**src/rtl/tqv_pkg.sv**
```systemverilog
`default_nettype none
// ----------------------------------------------------------------------------
// tqv_pkg: shared types and constants for the TLV query validator
// Holds the MD5 round tables, protocol constants and small helper types.
// ----------------------------------------------------------------------------
package tqv_pkg;

    localparam int unsigned HdrBytes    = 22;
    localparam int unsigned MinSize     = 38;
    localparam int unsigned DigestBytes = 16;
    localparam int unsigned TimeBytes   = 8;

    localparam logic [7:0] TagUserData = 8'h04;
    localparam logic [7:0] TagDeviceId = 8'h91;
    localparam logic [7:0] TagRxTime   = 8'h92;
    localparam logic [7:0] TagTxTime   = 8'h93;
    localparam logic [7:0] TagUpdTime  = 8'h94;

    localparam logic [1:0] VerdictOk     = 2'd0;
    localparam logic [1:0] VerdictHdr    = 2'd1;
    localparam logic [1:0] VerdictReject = 2'd2;

    localparam logic [1:0] PhaseTag = 2'd0;
    localparam logic [1:0] PhaseLen = 2'd1;
    localparam logic [1:0] PhaseVal = 2'd2;

    // Sequencer states of the MD5 unit.
    typedef enum logic [1:0] {
        MD5_IDLE,
        MD5_ROUND,
        MD5_ADD
    } md5_state_t;

    // Control from the top level to the hash unit.
    typedef struct packed {
        logic        start;
        logic        clear;
    } md5_ctrl_t;

    // Expected header bytes from position 4 to 20.
    function automatic logic [7:0] hdr_expect(input logic [4:0] idx);
        logic [7:0] v;
        case (idx)
            5'd0:  v = 8'h00;
            5'd1:  v = 8'h04;
            5'd2:  v = 8'h4E;
            5'd3:  v = 8'h48;
            5'd4:  v = 8'h41;
            5'd5:  v = 8'h31;
            5'd6:  v = 8'h01;
            5'd7:  v = 8'h04;
            5'd8:  v = 8'h00;
            5'd9:  v = 8'h00;
            5'd10: v = 8'h00;
            5'd11: v = 8'h01;
            5'd12: v = 8'h02;
            5'd13: v = 8'h01;
            5'd14: v = 8'h01;
            5'd15: v = 8'h03;
            5'd16: v = 8'h01;
            default: v = 8'h00;
        endcase
        return v;
    endfunction

    function automatic logic [31:0] md5_k(input logic [5:0] i);
        logic [31:0] v;
        case (i)
            6'd0:  v = 32'hd76aa478; 6'd1:  v = 32'he8c7b756;
            6'd2:  v = 32'h242070db; 6'd3:  v = 32'hc1bdceee;
            6'd4:  v = 32'hf57c0faf; 6'd5:  v = 32'h4787c62a;
            6'd6:  v = 32'ha8304613; 6'd7:  v = 32'hfd469501;
            6'd8:  v = 32'h698098d8; 6'd9:  v = 32'h8b44f7af;
            6'd10: v = 32'hffff5bb1; 6'd11: v = 32'h895cd7be;
            6'd12: v = 32'h6b901122; 6'd13: v = 32'hfd987193;
            6'd14: v = 32'ha679438e; 6'd15: v = 32'h49b40821;
            6'd16: v = 32'hf61e2562; 6'd17: v = 32'hc040b340;
            6'd18: v = 32'h265e5a51; 6'd19: v = 32'he9b6c7aa;
            6'd20: v = 32'hd62f105d; 6'd21: v = 32'h02441453;
            6'd22: v = 32'hd8a1e681; 6'd23: v = 32'he7d3fbc8;
            6'd24: v = 32'h21e1cde6; 6'd25: v = 32'hc33707d6;
            6'd26: v = 32'hf4d50d87; 6'd27: v = 32'h455a14ed;
            6'd28: v = 32'ha9e3e905; 6'd29: v = 32'hfcefa3f8;
            6'd30: v = 32'h676f02d9; 6'd31: v = 32'h8d2a4c8a;
            6'd32: v = 32'hfffa3942; 6'd33: v = 32'h8771f681;
            6'd34: v = 32'h6d9d6122; 6'd35: v = 32'hfde5380c;
            6'd36: v = 32'ha4beea44; 6'd37: v = 32'h4bdecfa9;
            6'd38: v = 32'hf6bb4b60; 6'd39: v = 32'hbebfbc70;
            6'd40: v = 32'h289b7ec6; 6'd41: v = 32'heaa127fa;
            6'd42: v = 32'hd4ef3085; 6'd43: v = 32'h04881d05;
            6'd44: v = 32'hd9d4d039; 6'd45: v = 32'he6db99e5;
            6'd46: v = 32'h1fa27cf8; 6'd47: v = 32'hc4ac5665;
            6'd48: v = 32'hf4292244; 6'd49: v = 32'h432aff97;
            6'd50: v = 32'hab9423a7; 6'd51: v = 32'hfc93a039;
            6'd52: v = 32'h655b59c3; 6'd53: v = 32'h8f0ccc92;
            6'd54: v = 32'hffeff47d; 6'd55: v = 32'h85845dd1;
            6'd56: v = 32'h6fa87e4f; 6'd57: v = 32'hfe2ce6e0;
            6'd58: v = 32'ha3014314; 6'd59: v = 32'h4e0811a1;
            6'd60: v = 32'hf7537e82; 6'd61: v = 32'hbd3af235;
            6'd62: v = 32'h2ad7d2bb; 6'd63: v = 32'heb86d391;
            default: v = 32'h0;
        endcase
        return v;
    endfunction

    function automatic logic [4:0] md5_rot(input logic [5:0] i);
        logic [4:0] v;
        case ({i[5:4], i[1:0]})
            4'd0:  v = 5'd7;  4'd1:  v = 5'd12; 4'd2:  v = 5'd17; 4'd3:  v = 5'd22;
            4'd4:  v = 5'd5;  4'd5:  v = 5'd9;  4'd6:  v = 5'd14; 4'd7:  v = 5'd20;
            4'd8:  v = 5'd4;  4'd9:  v = 5'd11; 4'd10: v = 5'd16; 4'd11: v = 5'd23;
            4'd12: v = 5'd6;  4'd13: v = 5'd10; 4'd14: v = 5'd15; 4'd15: v = 5'd21;
            default: v = 5'd0;
        endcase
        return v;
    endfunction

endpackage
`default_nettype wire

```
**src/rtl/tqv_md5.sv**
```systemverilog
`default_nettype none
// ----------------------------------------------------------------------------
// tqv_md5: iterative MD5 compression unit
// Holds the 16-word message block and the chaining words, absorbs one byte
// per write and runs one round per cycle when a block is complete.
// ----------------------------------------------------------------------------
module tqv_md5
    import tqv_pkg::*;
(
    input  wire logic        clk,
    input  wire logic        rst_n,
    input  wire md5_ctrl_t   ctrl,
    input  wire logic        byte_we,
    input  wire logic [5:0]  byte_idx,
    input  wire logic [7:0]  byte_data,
    output logic             busy,
    output logic [127:0]     digest
);

    md5_state_t  state_reg, state_next;
    logic [31:0] blk_reg [16];
    logic [31:0] h_reg [4];
    logic [31:0] a_reg, b_reg, c_reg, d_reg;
    logic [5:0]  rnd_reg;

    logic [31:0] f, t, rot, w;
    logic [3:0]  g;
    logic [4:0]  s;
    logic [5:0]  r;

    // Message block store; the low byte of a word overwrites it.
    always_ff @(posedge clk)
    begin
        if (byte_we)
        begin
            case (byte_idx[1:0])
                2'd0: blk_reg[byte_idx[5:2]] <= {24'd0, byte_data};
                2'd1: blk_reg[byte_idx[5:2]][15:8] <= byte_data;
                2'd2: blk_reg[byte_idx[5:2]][23:16] <= byte_data;
                default: blk_reg[byte_idx[5:2]][31:24] <= byte_data;
            endcase
        end
    end

    // Round function of the current round.
    always_comb
    begin
        r = rnd_reg;
        case (r[5:4])
            2'd0:
            begin
                f = (b_reg & c_reg) | (~b_reg & d_reg);
                g = r[3:0];
            end
            2'd1:
            begin
                f = (d_reg & b_reg) | (~d_reg & c_reg);
                g = 4'(r * 6'd5 + 6'd1);
            end
            2'd2:
            begin
                f = b_reg ^ c_reg ^ d_reg;
                g = 4'(r * 6'd3 + 6'd5);
            end
            default:
            begin
                f = c_reg ^ (b_reg | ~d_reg);
                g = 4'(r * 6'd7);
            end
        endcase
        s   = md5_rot(r);
        w   = blk_reg[g];
        t   = a_reg + f + md5_k(r) + w;
        rot = (t << s) | (t >> (6'd32 - {1'b0, s}));
    end

    // Sequencer next state. A clear also abandons a compression in progress.
    always_comb
    begin
        state_next = state_reg;
        if (ctrl.clear)
            state_next = MD5_IDLE;
        else
        begin
            case (state_reg)
                MD5_IDLE:  if (ctrl.start) state_next = MD5_ROUND;
                MD5_ROUND: if (rnd_reg == 6'd63) state_next = MD5_ADD;
                MD5_ADD:   state_next = MD5_IDLE;
                default:   state_next = MD5_IDLE;
            endcase
        end
    end

    always_comb
    begin
        busy = (state_reg != MD5_IDLE);
    end

    // Working and chaining registers.
    always_ff @(posedge clk or negedge rst_n)
    begin
        if (!rst_n)
        begin
            state_reg <= MD5_IDLE;
            rnd_reg   <= 6'd0;
            h_reg[0]  <= 32'h67452301;
            h_reg[1]  <= 32'hefcdab89;
            h_reg[2]  <= 32'h98badcfe;
            h_reg[3]  <= 32'h10325476;
            a_reg <= '0; b_reg <= '0; c_reg <= '0; d_reg <= '0;
        end
        else
        begin
            state_reg <= state_next;
            if (ctrl.clear)
            begin
                h_reg[0] <= 32'h67452301;
                h_reg[1] <= 32'hefcdab89;
                h_reg[2] <= 32'h98badcfe;
                h_reg[3] <= 32'h10325476;
            end
            else
            begin
                case (state_reg)
                    MD5_IDLE:
                    begin
                        if (ctrl.start)
                        begin
                            a_reg <= h_reg[0]; b_reg <= h_reg[1];
                            c_reg <= h_reg[2]; d_reg <= h_reg[3];
                            rnd_reg <= 6'd0;
                        end
                    end
                    MD5_ROUND:
                    begin
                        a_reg <= d_reg; d_reg <= c_reg; c_reg <= b_reg;
                        b_reg <= b_reg + rot;
                        rnd_reg <= rnd_reg + 6'd1;
                    end
                    MD5_ADD:
                    begin
                        h_reg[0] <= h_reg[0] + a_reg;
                        h_reg[1] <= h_reg[1] + b_reg;
                        h_reg[2] <= h_reg[2] + c_reg;
                        h_reg[3] <= h_reg[3] + d_reg;
                    end
                    default: ;
                endcase
            end
        end
    end

    assign digest = {h_reg[3], h_reg[2], h_reg[1], h_reg[0]};

endmodule
`default_nettype wire

```
**src/rtl/tlv_query_validator_md5_top.sv**
```systemverilog
`default_nettype none
// ----------------------------------------------------------------------------
// tlv_query_validator_md5_top: TLV query validator with MD5 check
// Parses a query byte stream, echoes user data and issues a final verdict.
// ----------------------------------------------------------------------------
// Each query byte is taken while the round unit is idle; a byte that completes a
// 64-byte MD5 block starts the shared round unit, which runs 64 rounds and an
// add step before the next byte is taken. A final byte that fails the checks
// gives a reject verdict; otherwise MD5 padding is appended byte by byte (one
// byte per cycle while the unit is idle), then the digest is compared and the verdict presented.
// Echo and verdict requests sit in an output register; input ready is low
// while one is held.
module tlv_query_validator_md5_top
    import tqv_pkg::*;
#(
    parameter int DEVICE_ID_BYTES = 32,
    parameter int MAX_QUERY_BYTES = 32768
)
(
    input  wire logic        clk,
    input  wire logic        rst_n,
    input  wire logic        psel,
    input  wire logic        penable,
    input  wire logic        pwrite,
    input  wire logic [1:0]  paddr,
    input  wire logic [31:0] pwdata,
    output logic [31:0]      prdata,
    output logic             pready,
    input  wire logic        in_valid,
    output logic             in_ready,
    input  wire logic [7:0]  query_byte,
    input  wire logic        end_of_query,
    output logic             out_valid,
    input  wire logic        out_ready,
    output logic             result_kind,
    output logic [7:0]       echo_byte,
    output logic [1:0]       verdict,
    output logic             reply_xor,
    output logic             want_device_id,
    output logic             want_rx_time,
    output logic             want_tx_time,
    output logic             want_update_time,
    output logic [7:0]       user_data_length,
    output logic [9:0]       response_length
);

    localparam logic [15:0] MaxQ = 16'(MAX_QUERY_BYTES);
    localparam logic [15:0] DevAdd = 16'(2 + DEVICE_ID_BYTES);

    typedef enum logic [1:0] {
        ST_IN,
        ST_PAD,
        ST_CMP,
        ST_OUT
    } top_state_t;

    logic [15:0] maxresp_reg;
    top_state_t  st_reg, st_next;
    logic [15:0] pos_reg;
    logic [31:0] dsize_reg;
    logic [7:0]  dig_reg [16];
    logic [1:0]  phase_reg;
    logic [7:0]  tag_reg;
    logic [7:0]  left_reg;
    logic [15:0] plan_reg;
    logic [5:0]  flags_reg;
    logic [1:0]  rn_reg;
    logic [7:0]  ulen_reg;
    logic [15:0] pcnt_reg;
    logic [15:0] blen_reg;
    logic        ov_reg;
    logic        okind_reg;
    logic [7:0]  oecho_reg;
    logic [1:0]  over_reg;
    logic [5:0]  oflags_reg;
    logic [7:0]  oulen_reg;
    logic [9:0]  olen_reg;

    md5_ctrl_t   hctl;
    logic        h_busy, h_we;
    logic [5:0]  h_idx;
    logic [7:0]  h_data;
    logic [127:0] h_dig;

    // Configuration port.
    assign pready = 1'b1;
    assign prdata = (paddr == 2'd0) ? {16'd0, maxresp_reg} : 32'd0;
    always_ff @(posedge clk or negedge rst_n)
    begin
        if (!rst_n)
            maxresp_reg <= 16'd32768;
        else if (psel && penable && pwrite && paddr == 2'd0)
            maxresp_reg <= pwdata[15:0];
    end

    // Per-byte parse logic.
    logic        acc;
    logic [31:0] ds_n;
    logic        size_ok;
    logic [15:0] bend;
    logic        rej_n, nb_n, echo_n, absorb, in_body;
    logic [1:0]  phase_n;
    logic [7:0]  tag_n, left_n, ulen_n;
    logic [15:0] plan_n;
    logic [5:0]  flags_n;
    logic [5:0]  ibit;
    logic        lenok;
    logic [15:0] iadd;
    logic [16:0] psum;
    logic        final_bad;

    assign acc = in_valid && in_ready;

    always_comb
    begin
        ds_n = dsize_reg;
        case (pos_reg)
            16'd0: ds_n[7:0]   = query_byte;
            16'd1: ds_n[15:8]  = query_byte;
            16'd2: ds_n[23:16] = query_byte;
            16'd3: ds_n[31:24] = query_byte;
            default: ;
        endcase
        size_ok = (ds_n >= 32'(MinSize)) && (ds_n <= {16'd0, MaxQ});
        bend = size_ok ? 16'(ds_n - 32'(DigestBytes)) : 16'd0;
        rej_n = rn_reg[0];
        nb_n = rn_reg[1];
        flags_n = flags_reg;
        if (pos_reg == 16'd3 && !size_ok)
            rej_n = 1'b1;
        else if (pos_reg >= 16'd4 && pos_reg <= 16'd20)
        begin
            if (query_byte != hdr_expect(5'(pos_reg - 16'd4))) rej_n = 1'b1;
        end
        else if (pos_reg == 16'd21)
        begin
            if (query_byte == 8'd2) flags_n[0] = 1'b1;
            else if (query_byte != 8'd0) rej_n = 1'b1;
        end
        absorb = (pos_reg < 16'(HdrBytes)) || (size_ok && pos_reg < bend);
        in_body = size_ok && pos_reg >= 16'(HdrBytes) && pos_reg < bend && !rej_n;
        phase_n = phase_reg;
        tag_n = tag_reg;
        left_n = left_reg;
        plan_n = plan_reg;
        ulen_n = ulen_reg;
        echo_n = 1'b0;
        ibit = 6'd0;
        lenok = 1'b0;
        iadd = 16'd0;
        case (tag_reg)
            TagUserData: begin ibit = 6'h20; lenok = query_byte >= 8'd1;
                iadd = 16'd2 + {8'd0, query_byte}; end
            TagDeviceId: begin ibit = 6'h02; lenok = query_byte == 8'd0; iadd = DevAdd; end
            TagRxTime:   begin ibit = 6'h04; lenok = query_byte == 8'd0;
                iadd = 16'(2 + TimeBytes); end
            TagTxTime:   begin ibit = 6'h08; lenok = query_byte == 8'd0;
                iadd = 16'(2 + TimeBytes); end
            TagUpdTime:  begin ibit = 6'h10; lenok = query_byte == 8'd0;
                iadd = 16'(2 + TimeBytes); end
            default: ;
        endcase
        psum = {1'b0, plan_reg} + {1'b0, iadd};
        if (in_body)
        begin
            case (phase_reg)
                PhaseTag:
                begin
                    if (nb_n) rej_n = 1'b1;
                    else
                    begin
                        tag_n = query_byte;
                        phase_n = PhaseLen;
                    end
                end
                PhaseLen:
                begin
                    if ({8'd0, query_byte} > bend - pos_reg - 16'd1) rej_n = 1'b1;
                    else
                    begin
                        if (ibit != 6'd0)
                        begin
                            if ((flags_reg & ibit) != 6'd0 || !lenok
                                || psum > {1'b0, maxresp_reg})
                                nb_n = 1'b1;
                            else
                            begin
                                flags_n = flags_n | ibit;
                                plan_n = psum[15:0];
                            end
                            if (tag_reg == TagUserData && !nb_n) ulen_n = query_byte;
                        end
                        left_n = query_byte;
                        phase_n = (query_byte != 8'd0) ? PhaseVal : PhaseTag;
                    end
                end
                default:
                begin
                    echo_n = (tag_reg == TagUserData) && !nb_n;
                    left_n = left_reg - 8'd1;
                    if (left_n == 8'd0) phase_n = PhaseTag;
                end
            endcase
        end
        if (size_ok && {16'd0, pos_reg} >= ds_n) rej_n = 1'b1;
        final_bad = rej_n || !size_ok || ({16'd0, pos_reg} + 32'd1 != ds_n)
                    || phase_n != PhaseTag || maxresp_reg < 16'(MinSize);
    end

    // Digest compare over the stored trailer.
    logic dig_match;
    always_comb
    begin
        dig_match = 1'b1;
        for (int i = 0; i < 16; i++)
            if (h_dig[8*i +: 8] != dig_reg[i]) dig_match = 1'b0;
    end

    // Padding byte stream: 0x80, zeros, then the 64-bit bit length.
    logic [15:0] pidx;
    logic [5:0]  pmod;
    logic [63:0] bits;
    logic [7:0]  pbyte;
    logic        pad_last;
    always_comb
    begin
        pidx = pcnt_reg;
        pmod = pidx[5:0];
        bits = {45'd0, blen_reg, 3'd0};
        if (pidx == blen_reg) pbyte = 8'h80;
        else if (pidx - blen_reg > 16'd8 && pmod >= 6'd56) pbyte = bits[8*pmod[2:0] +: 8];
        else if (pmod >= 6'd56 && pidx != blen_reg && pidx > blen_reg + 16'd0 &&
                 (pidx - blen_reg) >= 16'd1 && !(pidx - blen_reg <= 16'd8 &&
                 ((blen_reg[5:0] + 6'd1) > 6'd56 || blen_reg[5:0] >= 6'd56)
                 && (pidx[15:6] == blen_reg[15:6])))
            pbyte = bits[8*pmod[2:0] +: 8];
        else pbyte = 8'h00;
        pad_last = (pmod == 6'd63) && (pidx != blen_reg || 1'b1) &&
                   pbyte == bits[63:56] && pidx > blen_reg &&
                   !((pidx[15:6] == blen_reg[15:6]) && blen_reg[5:0] >= 6'd56);
    end

    // Hash unit write and start.
    always_comb
    begin
        h_we = 1'b0;
        h_idx = pos_reg[5:0];
        h_data = query_byte;
        hctl.start = 1'b0;
        hctl.clear = 1'b0;
        if (st_reg == ST_IN && acc && absorb)
        begin
            h_we = 1'b1;
            hctl.start = (pos_reg[5:0] == 6'd63);
        end
        else if (st_reg == ST_PAD && !h_busy)
        begin
            h_we = 1'b1;
            h_idx = pcnt_reg[5:0];
            h_data = pbyte;
            hctl.start = (pcnt_reg[5:0] == 6'd63);
        end
        if (st_reg == ST_OUT && ov_reg && out_ready && okind_reg) hctl.clear = 1'b1;
    end

    // Main sequencer next state.
    always_comb
    begin
        st_next = st_reg;
        case (st_reg)
            ST_IN:
                if (acc && end_of_query)
                    st_next = (final_bad) ? ST_OUT : ST_PAD;
                else if (acc && echo_n)
                    st_next = ST_OUT;
            ST_PAD:  if (!h_busy && pad_last) st_next = ST_CMP;
            ST_CMP:  if (!h_busy) st_next = ST_OUT;
            ST_OUT:  if (out_ready) st_next = ST_IN;
            default: st_next = ST_IN;
        endcase
    end

    // Handshake outputs.
    always_comb
    begin
        in_ready = (st_reg == ST_IN) && !h_busy;
        out_valid = ov_reg;
    end

    // Query state registers.
    always_ff @(posedge clk or negedge rst_n)
    begin
        if (!rst_n)
        begin
            st_reg <= ST_IN;
            pos_reg <= '0; dsize_reg <= '0; phase_reg <= PhaseTag; tag_reg <= '0;
            left_reg <= '0; plan_reg <= 16'(MinSize); flags_reg <= '0; rn_reg <= '0;
            ulen_reg <= '0; pcnt_reg <= '0; blen_reg <= '0;
            ov_reg <= 1'b0; okind_reg <= 1'b0; oecho_reg <= '0; over_reg <= '0;
            oflags_reg <= '0; oulen_reg <= '0; olen_reg <= '0;
        end
        else
        begin
            st_reg <= st_next;
            case (st_reg)
                ST_IN:
                begin
                    if (acc)
                    begin
                        dsize_reg <= ds_n; phase_reg <= phase_n; tag_reg <= tag_n;
                        left_reg <= left_n; plan_reg <= plan_n; flags_reg <= flags_n;
                        rn_reg <= {nb_n, rej_n}; ulen_reg <= ulen_n;
                        if (pos_reg != 16'hFFFF) pos_reg <= pos_reg + 16'd1;
                        if (size_ok && pos_reg >= bend && {16'd0, pos_reg} < ds_n)
                            dig_reg[4'(pos_reg - bend)] <= query_byte;
                        if (end_of_query)
                        begin
                            blen_reg <= bend;
                            pcnt_reg <= bend;
                            okind_reg <= 1'b1;
                            oecho_reg <= '0;
                            ov_reg <= final_bad;
                            over_reg <= VerdictReject;
                            oflags_reg <= '0; oulen_reg <= '0; olen_reg <= '0;
                        end
                        else if (echo_n)
                        begin
                            ov_reg <= 1'b1; okind_reg <= 1'b0; oecho_reg <= query_byte;
                            over_reg <= VerdictOk; oflags_reg <= '0;
                            oulen_reg <= '0; olen_reg <= '0;
                        end
                    end
                end
                ST_PAD:
                    if (!h_busy) pcnt_reg <= pcnt_reg + 16'd1;
                ST_CMP:
                begin
                    if (!h_busy)
                    begin
                        ov_reg <= 1'b1;
                        if (!dig_match) over_reg <= VerdictReject;
                        else if (rn_reg[1])
                        begin
                            over_reg <= VerdictHdr;
                            oflags_reg <= {5'd0, flags_reg[0]};
                            olen_reg <= 10'(MinSize);
                        end
                        else
                        begin
                            over_reg <= VerdictOk;
                            oflags_reg <= flags_reg;
                            oulen_reg <= ulen_reg;
                            olen_reg <= plan_reg[9:0];
                        end
                    end
                end
                ST_OUT:
                begin
                    if (out_ready)
                    begin
                        ov_reg <= 1'b0;
                        if (okind_reg)
                        begin
                            pos_reg <= '0; dsize_reg <= '0; phase_reg <= PhaseTag;
                            tag_reg <= '0; left_reg <= '0; plan_reg <= 16'(MinSize);
                            flags_reg <= '0; rn_reg <= '0; ulen_reg <= '0;
                        end
                    end
                end
                default: ;
            endcase
        end
    end

    tqv_md5 u_md5 (
        .clk       (clk),
        .rst_n     (rst_n),
        .ctrl      (hctl),
        .byte_we   (h_we),
        .byte_idx  (h_idx),
        .byte_data (h_data),
        .busy      (h_busy),
        .digest    (h_dig)
    );

    assign result_kind      = okind_reg;
    assign echo_byte        = oecho_reg;
    assign verdict          = over_reg;
    assign reply_xor        = oflags_reg[0];
    assign want_device_id   = oflags_reg[1];
    assign want_rx_time     = oflags_reg[2];
    assign want_tx_time     = oflags_reg[3];
    assign want_update_time = oflags_reg[4];
    assign user_data_length = oulen_reg;
    assign response_length  = olen_reg;

    // The unit never runs while a byte is being taken.
    assert property (@(posedge clk) disable iff (!rst_n) acc |-> !h_busy)
        else $error("byte accepted while hash unit busy");
    // A held request stays until taken.
    assert property (@(posedge clk) disable iff (!rst_n)
        (out_valid && !out_ready) |=> (out_valid && $stable(result_kind)))
        else $error("output request dropped");
    // Input is blocked while a request is held.
    assert property (@(posedge clk) disable iff (!rst_n) out_valid |-> !in_ready)
        else $error("input ready while output held");

endmodule
`default_nettype wire

```
**config.mk**
```make
export PLATFORM = sky130hd
export DESIGN_NAME = tlv_query_validator_md5_top
export DESIGN_NICKNAME = d
export VERILOG_FILES = /design/src/rtl/tqv_pkg.sv /design/src/rtl/tqv_md5.sv /design/src/rtl/tlv_query_validator_md5_top.sv
export SDC_FILE = /design/constraint.sdc
export NUM_CORES = 2
export LEC_CHECK = 0
export BUFFER_PORTS_ARGS = -buffer_cell sky130_fd_sc_hd__buf_2
export CORE_MARGIN = 5
export CORE_UTILIZATION = 35
export CTS_BUF_LIST = sky130_fd_sc_hd__clkbuf_8 sky130_fd_sc_hd__clkbuf_16
export CTS_CLUSTER_DIAMETER = 50
export DETAILED_ROUTE_END_ITERATION = 16
export GPL_TIMING_DRIVEN = 0
export PLACE_DENSITY = 0.48
export SLEW_MARGIN = 20
export SYNTH_ARGS = -nofsm -noshare
export SYNTH_HDL_FRONTEND = slang
export SYNTH_HIERARCHICAL = 1
export SYNTH_SLANG_ARGS = --single-unit
```
**constraint.sdc**
```tcl
create_clock -name clk -period 10.7 [get_ports clk]
set_clock_uncertainty 0.2 [all_clocks]
set_input_delay 2.14 -clock clk [delete_from_list [all_inputs] [get_ports clk]]
set_output_delay 2.14 -clock clk [all_outputs]
set_load 0.02 [all_outputs]
```
==> impl_results.html <==
<table>
<tr><th>Metric</th><th>Value</th></tr>
<tr><th colspan="2">Timing</th></tr>
<tr><td>Maximum clock frequency</td><td>approximately 94 MHz</td></tr>
<tr><td>Final Critical Period</td><td>~11 ns</td></tr>
<tr><td>Count of endpoints failing setup in the final report</td><td>0</td></tr>
<tr><td>Final worst-path cycle share</td><td>0.9988</td></tr>
<tr><td>Slew headroom</td><td>0.1367</td></tr>
<tr><td>Slew of the pin with the lowest slew margin</td><td>1.295 ns</td></tr>
<tr><td>Count of pins over their slew limit</td><td>0</td></tr>
<tr><td>Setup repair after global routing missed its margin</td><td>true</td></tr>
<tr><td>Hold Vio Cnt, Final</td><td>0</td></tr>
<tr><th colspan="2">Setup path</th></tr>
<tr><td>Worst Setup Start Kind</td><td>flop</td></tr>
<tr><td>CP most frequent cell</td><td>sky130_fd_sc_hd__nor2_1</td></tr>
<tr><td>Worst r2r path cells</td><td>37</td></tr>
<tr><td>Setup slack, reg-to-reg</td><td>about 0.013 ns</td></tr>
<tr><td>Slowest cell on crit path</td><td>sky130_fd_sc_hd__a221oi_1</td></tr>
<tr><td>Crit Reg-Reg Endpoint</td><td>u_md5/b_reg[31]</td></tr>
<tr><td>Crit Path Class</td><td>reg -&gt; reg</td></tr>
<tr><td>Delay of the slowest critical-path stage</td><td>a little under 0.9 ns</td></tr>
<tr><td>FF-to-FF Start</td><td>u_md5/r[3]</td></tr>
<tr><td>Kind of capture point of the worst setup path</td><td>flop</td></tr>
<tr><td>Crit Path Max Fanout</td><td>10</td></tr>
<tr><td>Crit path DAT</td><td>between 10 and 15 ns</td></tr>
<tr><td>Endpoint required time on the critical path</td><td>~11 ns</td></tr>
<tr><th colspan="2">Yosys</th></tr>
<tr><td>Post-Synthesis Mean Instance Area</td><td>~10 um^2</td></tr>
<tr><td>Cell taking the most area after synthesis</td><td>sky130_fd_sc_hd__edfxtp_1</td></tr>
<tr><td>Top cells by area, synth</td><td>sky130_fd_sc_hd__edfxtp_1, sky130_fd_sc_hd__dfrtp_1, sky130_fd_sc_hd__ha_1, sky130_fd_sc_hd__o21ai_0, sky130_fd_sc_hd__nand2_1</td></tr>
<tr><td>Number of flops mapped to enable cells by yosys</td><td>640</td></tr>
<tr><td>Post-synth top area share</td><td>0.2780</td></tr>
<tr><td>Fraction of registers with async set/reset</td><td>0.4112</td></tr>
<tr><td>Sequential fraction of the synthesis area</td><td>0.4411</td></tr>
<tr><td>Top cells by instance count after synthesis</td><td>sky130_fd_sc_hd__nand2_1, sky130_fd_sc_hd__edfxtp_1, sky130_fd_sc_hd__o21ai_0, sky130_fd_sc_hd__a21oi_1, sky130_fd_sc_hd__nor2_1</td></tr>
<tr><td>Number of library cell types mapped by synthesis</td><td>between 100 and 150</td></tr>
<tr><td>Yosys warnings</td><td>6</td></tr>
<tr><td>Mapped Cells</td><td>6,915</td></tr>
<tr><td>#FFs+latches synth</td><td>1,087</td></tr>
<tr><td>Most instantiated library cell after synthesis</td><td>sky130_fd_sc_hd__nand2_1</td></tr>
<tr><td>Mapped Area</td><td>a little under 70,000 um^2</td></tr>
<tr><td>Post-synth top flop</td><td>sky130_fd_sc_hd__edfxtp_1</td></tr>
<tr><th colspan="2">Cells and area</th></tr>
<tr><td>Sequential cell area</td><td>30,500 um^2</td></tr>
<tr><td>Area of the multi-input gates</td><td>between 30,000 and 40,000 um^2</td></tr>
<tr><td>Layout Nets</td><td>between 7,000 and 8,000</td></tr>
<tr><td>Layout Cell Area excl Fill</td><td>between 80,000 and 90,000 um^2</td></tr>
<tr><td>Largest register FFs</td><td>a little over 500</td></tr>
<tr><td>Fraction of layout instances using a drive strength above 1</td><td>0.1452</td></tr>
<tr><td>Signed area change from the synthesized netlist to the final layout</td><td>17.40%</td></tr>
<tr><td>Filler cell count</td><td>between 15,000 and 20,000</td></tr>
<tr><th colspan="2">Die</th></tr>
<tr><td>Count of pins on the block boundary</td><td>roughly 120</td></tr>
<tr><td>Effective utilization at floorplan</td><td>0.3512</td></tr>
<tr><td>Full die area</td><td>206,500 um^2</td></tr>
<tr><td>Die boundary height</td><td>between 400 and 500 um</td></tr>
<tr><td>Core Rows</td><td>163</td></tr>
<tr><td>Core box area</td><td>between 150,000 and 200,000 um^2</td></tr>
<tr><td>Overall die width</td><td>around 450 um</td></tr>
<tr><th colspan="2">Clock tree</th></tr>
<tr><td>Clock input transition at the sequential cells of the worst setup and hold paths</td><td>approximately 0.05 ns</td></tr>
<tr><td>Longest Clk Path Bufs</td><td>3</td></tr>
<tr><td>Buffer cell driving the clock tree root</td><td>sky130_fd_sc_hd__clkbuf_16</td></tr>
<tr><td>Clock sinks</td><td>1,087</td></tr>
<tr><td>CTS Hold Buffers Added</td><td>0</td></tr>
<tr><td>Number of H-tree levels</td><td>4</td></tr>
<tr><td>CTS tree</td><td>built</td></tr>
<tr><td>Clock buffers created by TritonCTS</td><td>150</td></tr>
<tr><td>Skew-Pair Late Insertion Delay</td><td>a little over 0.8 ns</td></tr>
<tr><th colspan="2">Place</th></tr>
<tr><td>Standard cell area after detailed placement</td><td>73,350 um^2</td></tr>
<tr><td>Count of buffers from port buffering</td><td>83</td></tr>
<tr><td>HPWL Detailed</td><td>roughly 210,000 um</td></tr>
<tr><td>Final RePlAce weighted congestion</td><td>between 0.9 and 1</td></tr>
<tr><th colspan="2">Drt</th></tr>
<tr><td>Post-route DRC</td><td>0</td></tr>
<tr><td>Via count</td><td>~58,000</td></tr>
<tr><td>Drt via density</td><td>5.806</td></tr>
<tr><td>Routed WL per cell</td><td>between 20 and 30 um</td></tr>
<tr><td>Count of routing violations after the opening detailed-route iteration</td><td>5,828</td></tr>
<tr><td>First-pass detailed-route iteration total</td><td>7</td></tr>
<tr><td>Total wire length after detailed routing</td><td>285,600 um</td></tr>
<tr><td>Final ANT Viol Nets</td><td>0</td></tr>
<tr><th colspan="2">Worst hold path</th></tr>
<tr><td>Cell count of the worst hold path</td><td>2</td></tr>
<tr><td>Min-delay worst type</td><td>reg -&gt; reg</td></tr>
<tr><td>Min-Delay Endpoint</td><td>dsize_reg[16]</td></tr>
<tr><td>Hold Startpoint</td><td>dsize_reg[16]</td></tr>
<tr><th colspan="2">GRT</th></tr>
<tr><td>Vias in the first global route</td><td>roughly 56,000</td></tr>
<tr><td>Global-route wire length before repair</td><td>a little over 400,000 um</td></tr>
<tr><td>GRT Resource Usage Total</td><td>0.2687</td></tr>
<tr><td>Largest net degree at the start of global routing</td><td>85</td></tr>
<tr><td>Antenna violations before repair</td><td>11</td></tr>
<tr><td>Gr ovfl total</td><td>0</td></tr>
<tr><th colspan="2">Flow run</th></tr>
<tr><td>Maxcap violations</td><td>0</td></tr>
<tr><th colspan="2">Status</th></tr>
<tr><td>Status</td><td>finished, final reports clean</td></tr>
</table>
layout make-up:
cell class / count / share of cell area
tap: 2640 / 0.04071
clock buffer: 160 / 0.04809
timing repair buffer: 177 / 0.01850
inverter: 301 / 0.01436
sequential: 1087 / 0.3758
buffer: 371 / 0.02245
antenna: 4 / 0.0001234
clock inverter: 119 / 0.01559
multi-input combinational: 5167 / 0.4643
worst max-delay path, delay by kind of cell, from the launching register on:
kind	cells	cell delay, ns
buffers and inverters	6	2.67
AOI/OAI and AO/OA	19	4.52
xor gates and xnor gates	1	0.17
adders and majority gates	3	1.17
and+or+nand+nor	5	0.55
DFF	1	0.58
muxes	3	0.67
cells in the final DEF (no fill, tap or decap), types with 39 or more instances in the layout:
master	instances
sky130_fd_sc_hd__buf_2	104
sky130_fd_sc_hd__or2_2	43
sky130_fd_sc_hd__a21oi_1	463
sky130_fd_sc_hd__buf_4	87
sky130_fd_sc_hd__xor2_1	183
sky130_fd_sc_hd__clkbuf_1	227
sky130_fd_sc_hd__nor2_1	441
sky130_fd_sc_hd__o21ai_0	580
sky130_fd_sc_hd__xnor2_1	204
sky130_fd_sc_hd__edfxtp_1	640
sky130_fd_sc_hd__dfrtp_1	376
sky130_fd_sc_hd__dfstp_2	68
sky130_fd_sc_hd__a211oi_1	93
sky130_fd_sc_hd__nand2_1	796
sky130_fd_sc_hd__nor4_1	51
sky130_fd_sc_hd__and3_1	60
sky130_fd_sc_hd__fa_1	74
sky130_fd_sc_hd__nor3_1	107
sky130_fd_sc_hd__buf_1	39
sky130_fd_sc_hd__nand4_1	59
sky130_fd_sc_hd__a31oi_1	65
sky130_fd_sc_hd__nand3_1	143
sky130_fd_sc_hd__o211ai_1	101
sky130_fd_sc_hd__a21o_1	118
sky130_fd_sc_hd__nand2b_1	80
sky130_fd_sc_hd__ha_1	311
sky130_fd_sc_hd__inv_1	308
sky130_fd_sc_hd__clkbuf_16	156
sky130_fd_sc_hd__nor2b_1	78
sky130_fd_sc_hd__mux2i_1	209
sky130_fd_sc_hd__mux4_2	132
cell families after synthesis:
| kind of cell | after synthesis | synth area share |
|---|---|---|
| muxes | 394 | 0.08146 |
| DFF | 1087 | 0.4411 |
| other | 2 | 0.0001086 |
| xor gates and xnor gates | 409 | 0.05182 |
| adders and majority gates | 414 | 0.08327 |
| AOI/OAI and AO/OA | 1910 | 0.1694 |
| buffers and inverters | 676 | 0.03841 |
| and+or+nand+nor | 2023 | 0.1344 |
routing by layer:
metal  share of wire  global-route usage
met1            0.43              0.3692
met2            0.44              0.4166
met3           0.073             0.04839
met4           0.051              0.1164
met5        0.000084                   0
what timing repair did:
| action | 4_1_cts | 5_1_grt |
|---|---|---|
| gates cloned | 1 | 3 |
| resized for setup | 299 | 192 |
| setup endpoints to repair | 372 | 382 |
| pin swaps | 29 | 75 |
| buffers inserted | 31 | 43 |
stage by stage:
step	setup TNS [ns]	std cells	hold WS, ns	util	worst slack, ns
2_1_floorplan	0	6930	0.2414	-	0.05295
3_3_place_gp	-2757.28	9653	0.2556	0.3705	-4.652
3_5_place_dp	-744.62	9669	0.2637	0.3727	-4.263
4_1_cts	0	9979	0.2763	0.4059	0.002628
5_1_grt	-0.2683	10023	0.3005	0.4123	-0.1402
6_report	0	10026	0.2766	0.4123	0.01254
worst max-delay path by stage:
stage	start	cells after the start	end
after floorplan	u_md5/r[2]	46	u_md5/b_reg[31]
after global placement	u_md5/r[1]	45	u_md5/b_reg[30]
after detailed placement	u_md5/r[1]	45	u_md5/b_reg[30]
after CTS	u_md5/r[2]	48	u_md5/b_reg[31]
after global routing	u_md5/r[4]	41	u_md5/b_reg[31]
final	u_md5/r[3]	37	u_md5/b_reg[31]
Power is left out: the tool's default activity adds up to more than one toggle a clock period on the data nets, which glitch-free logic cannot reach.
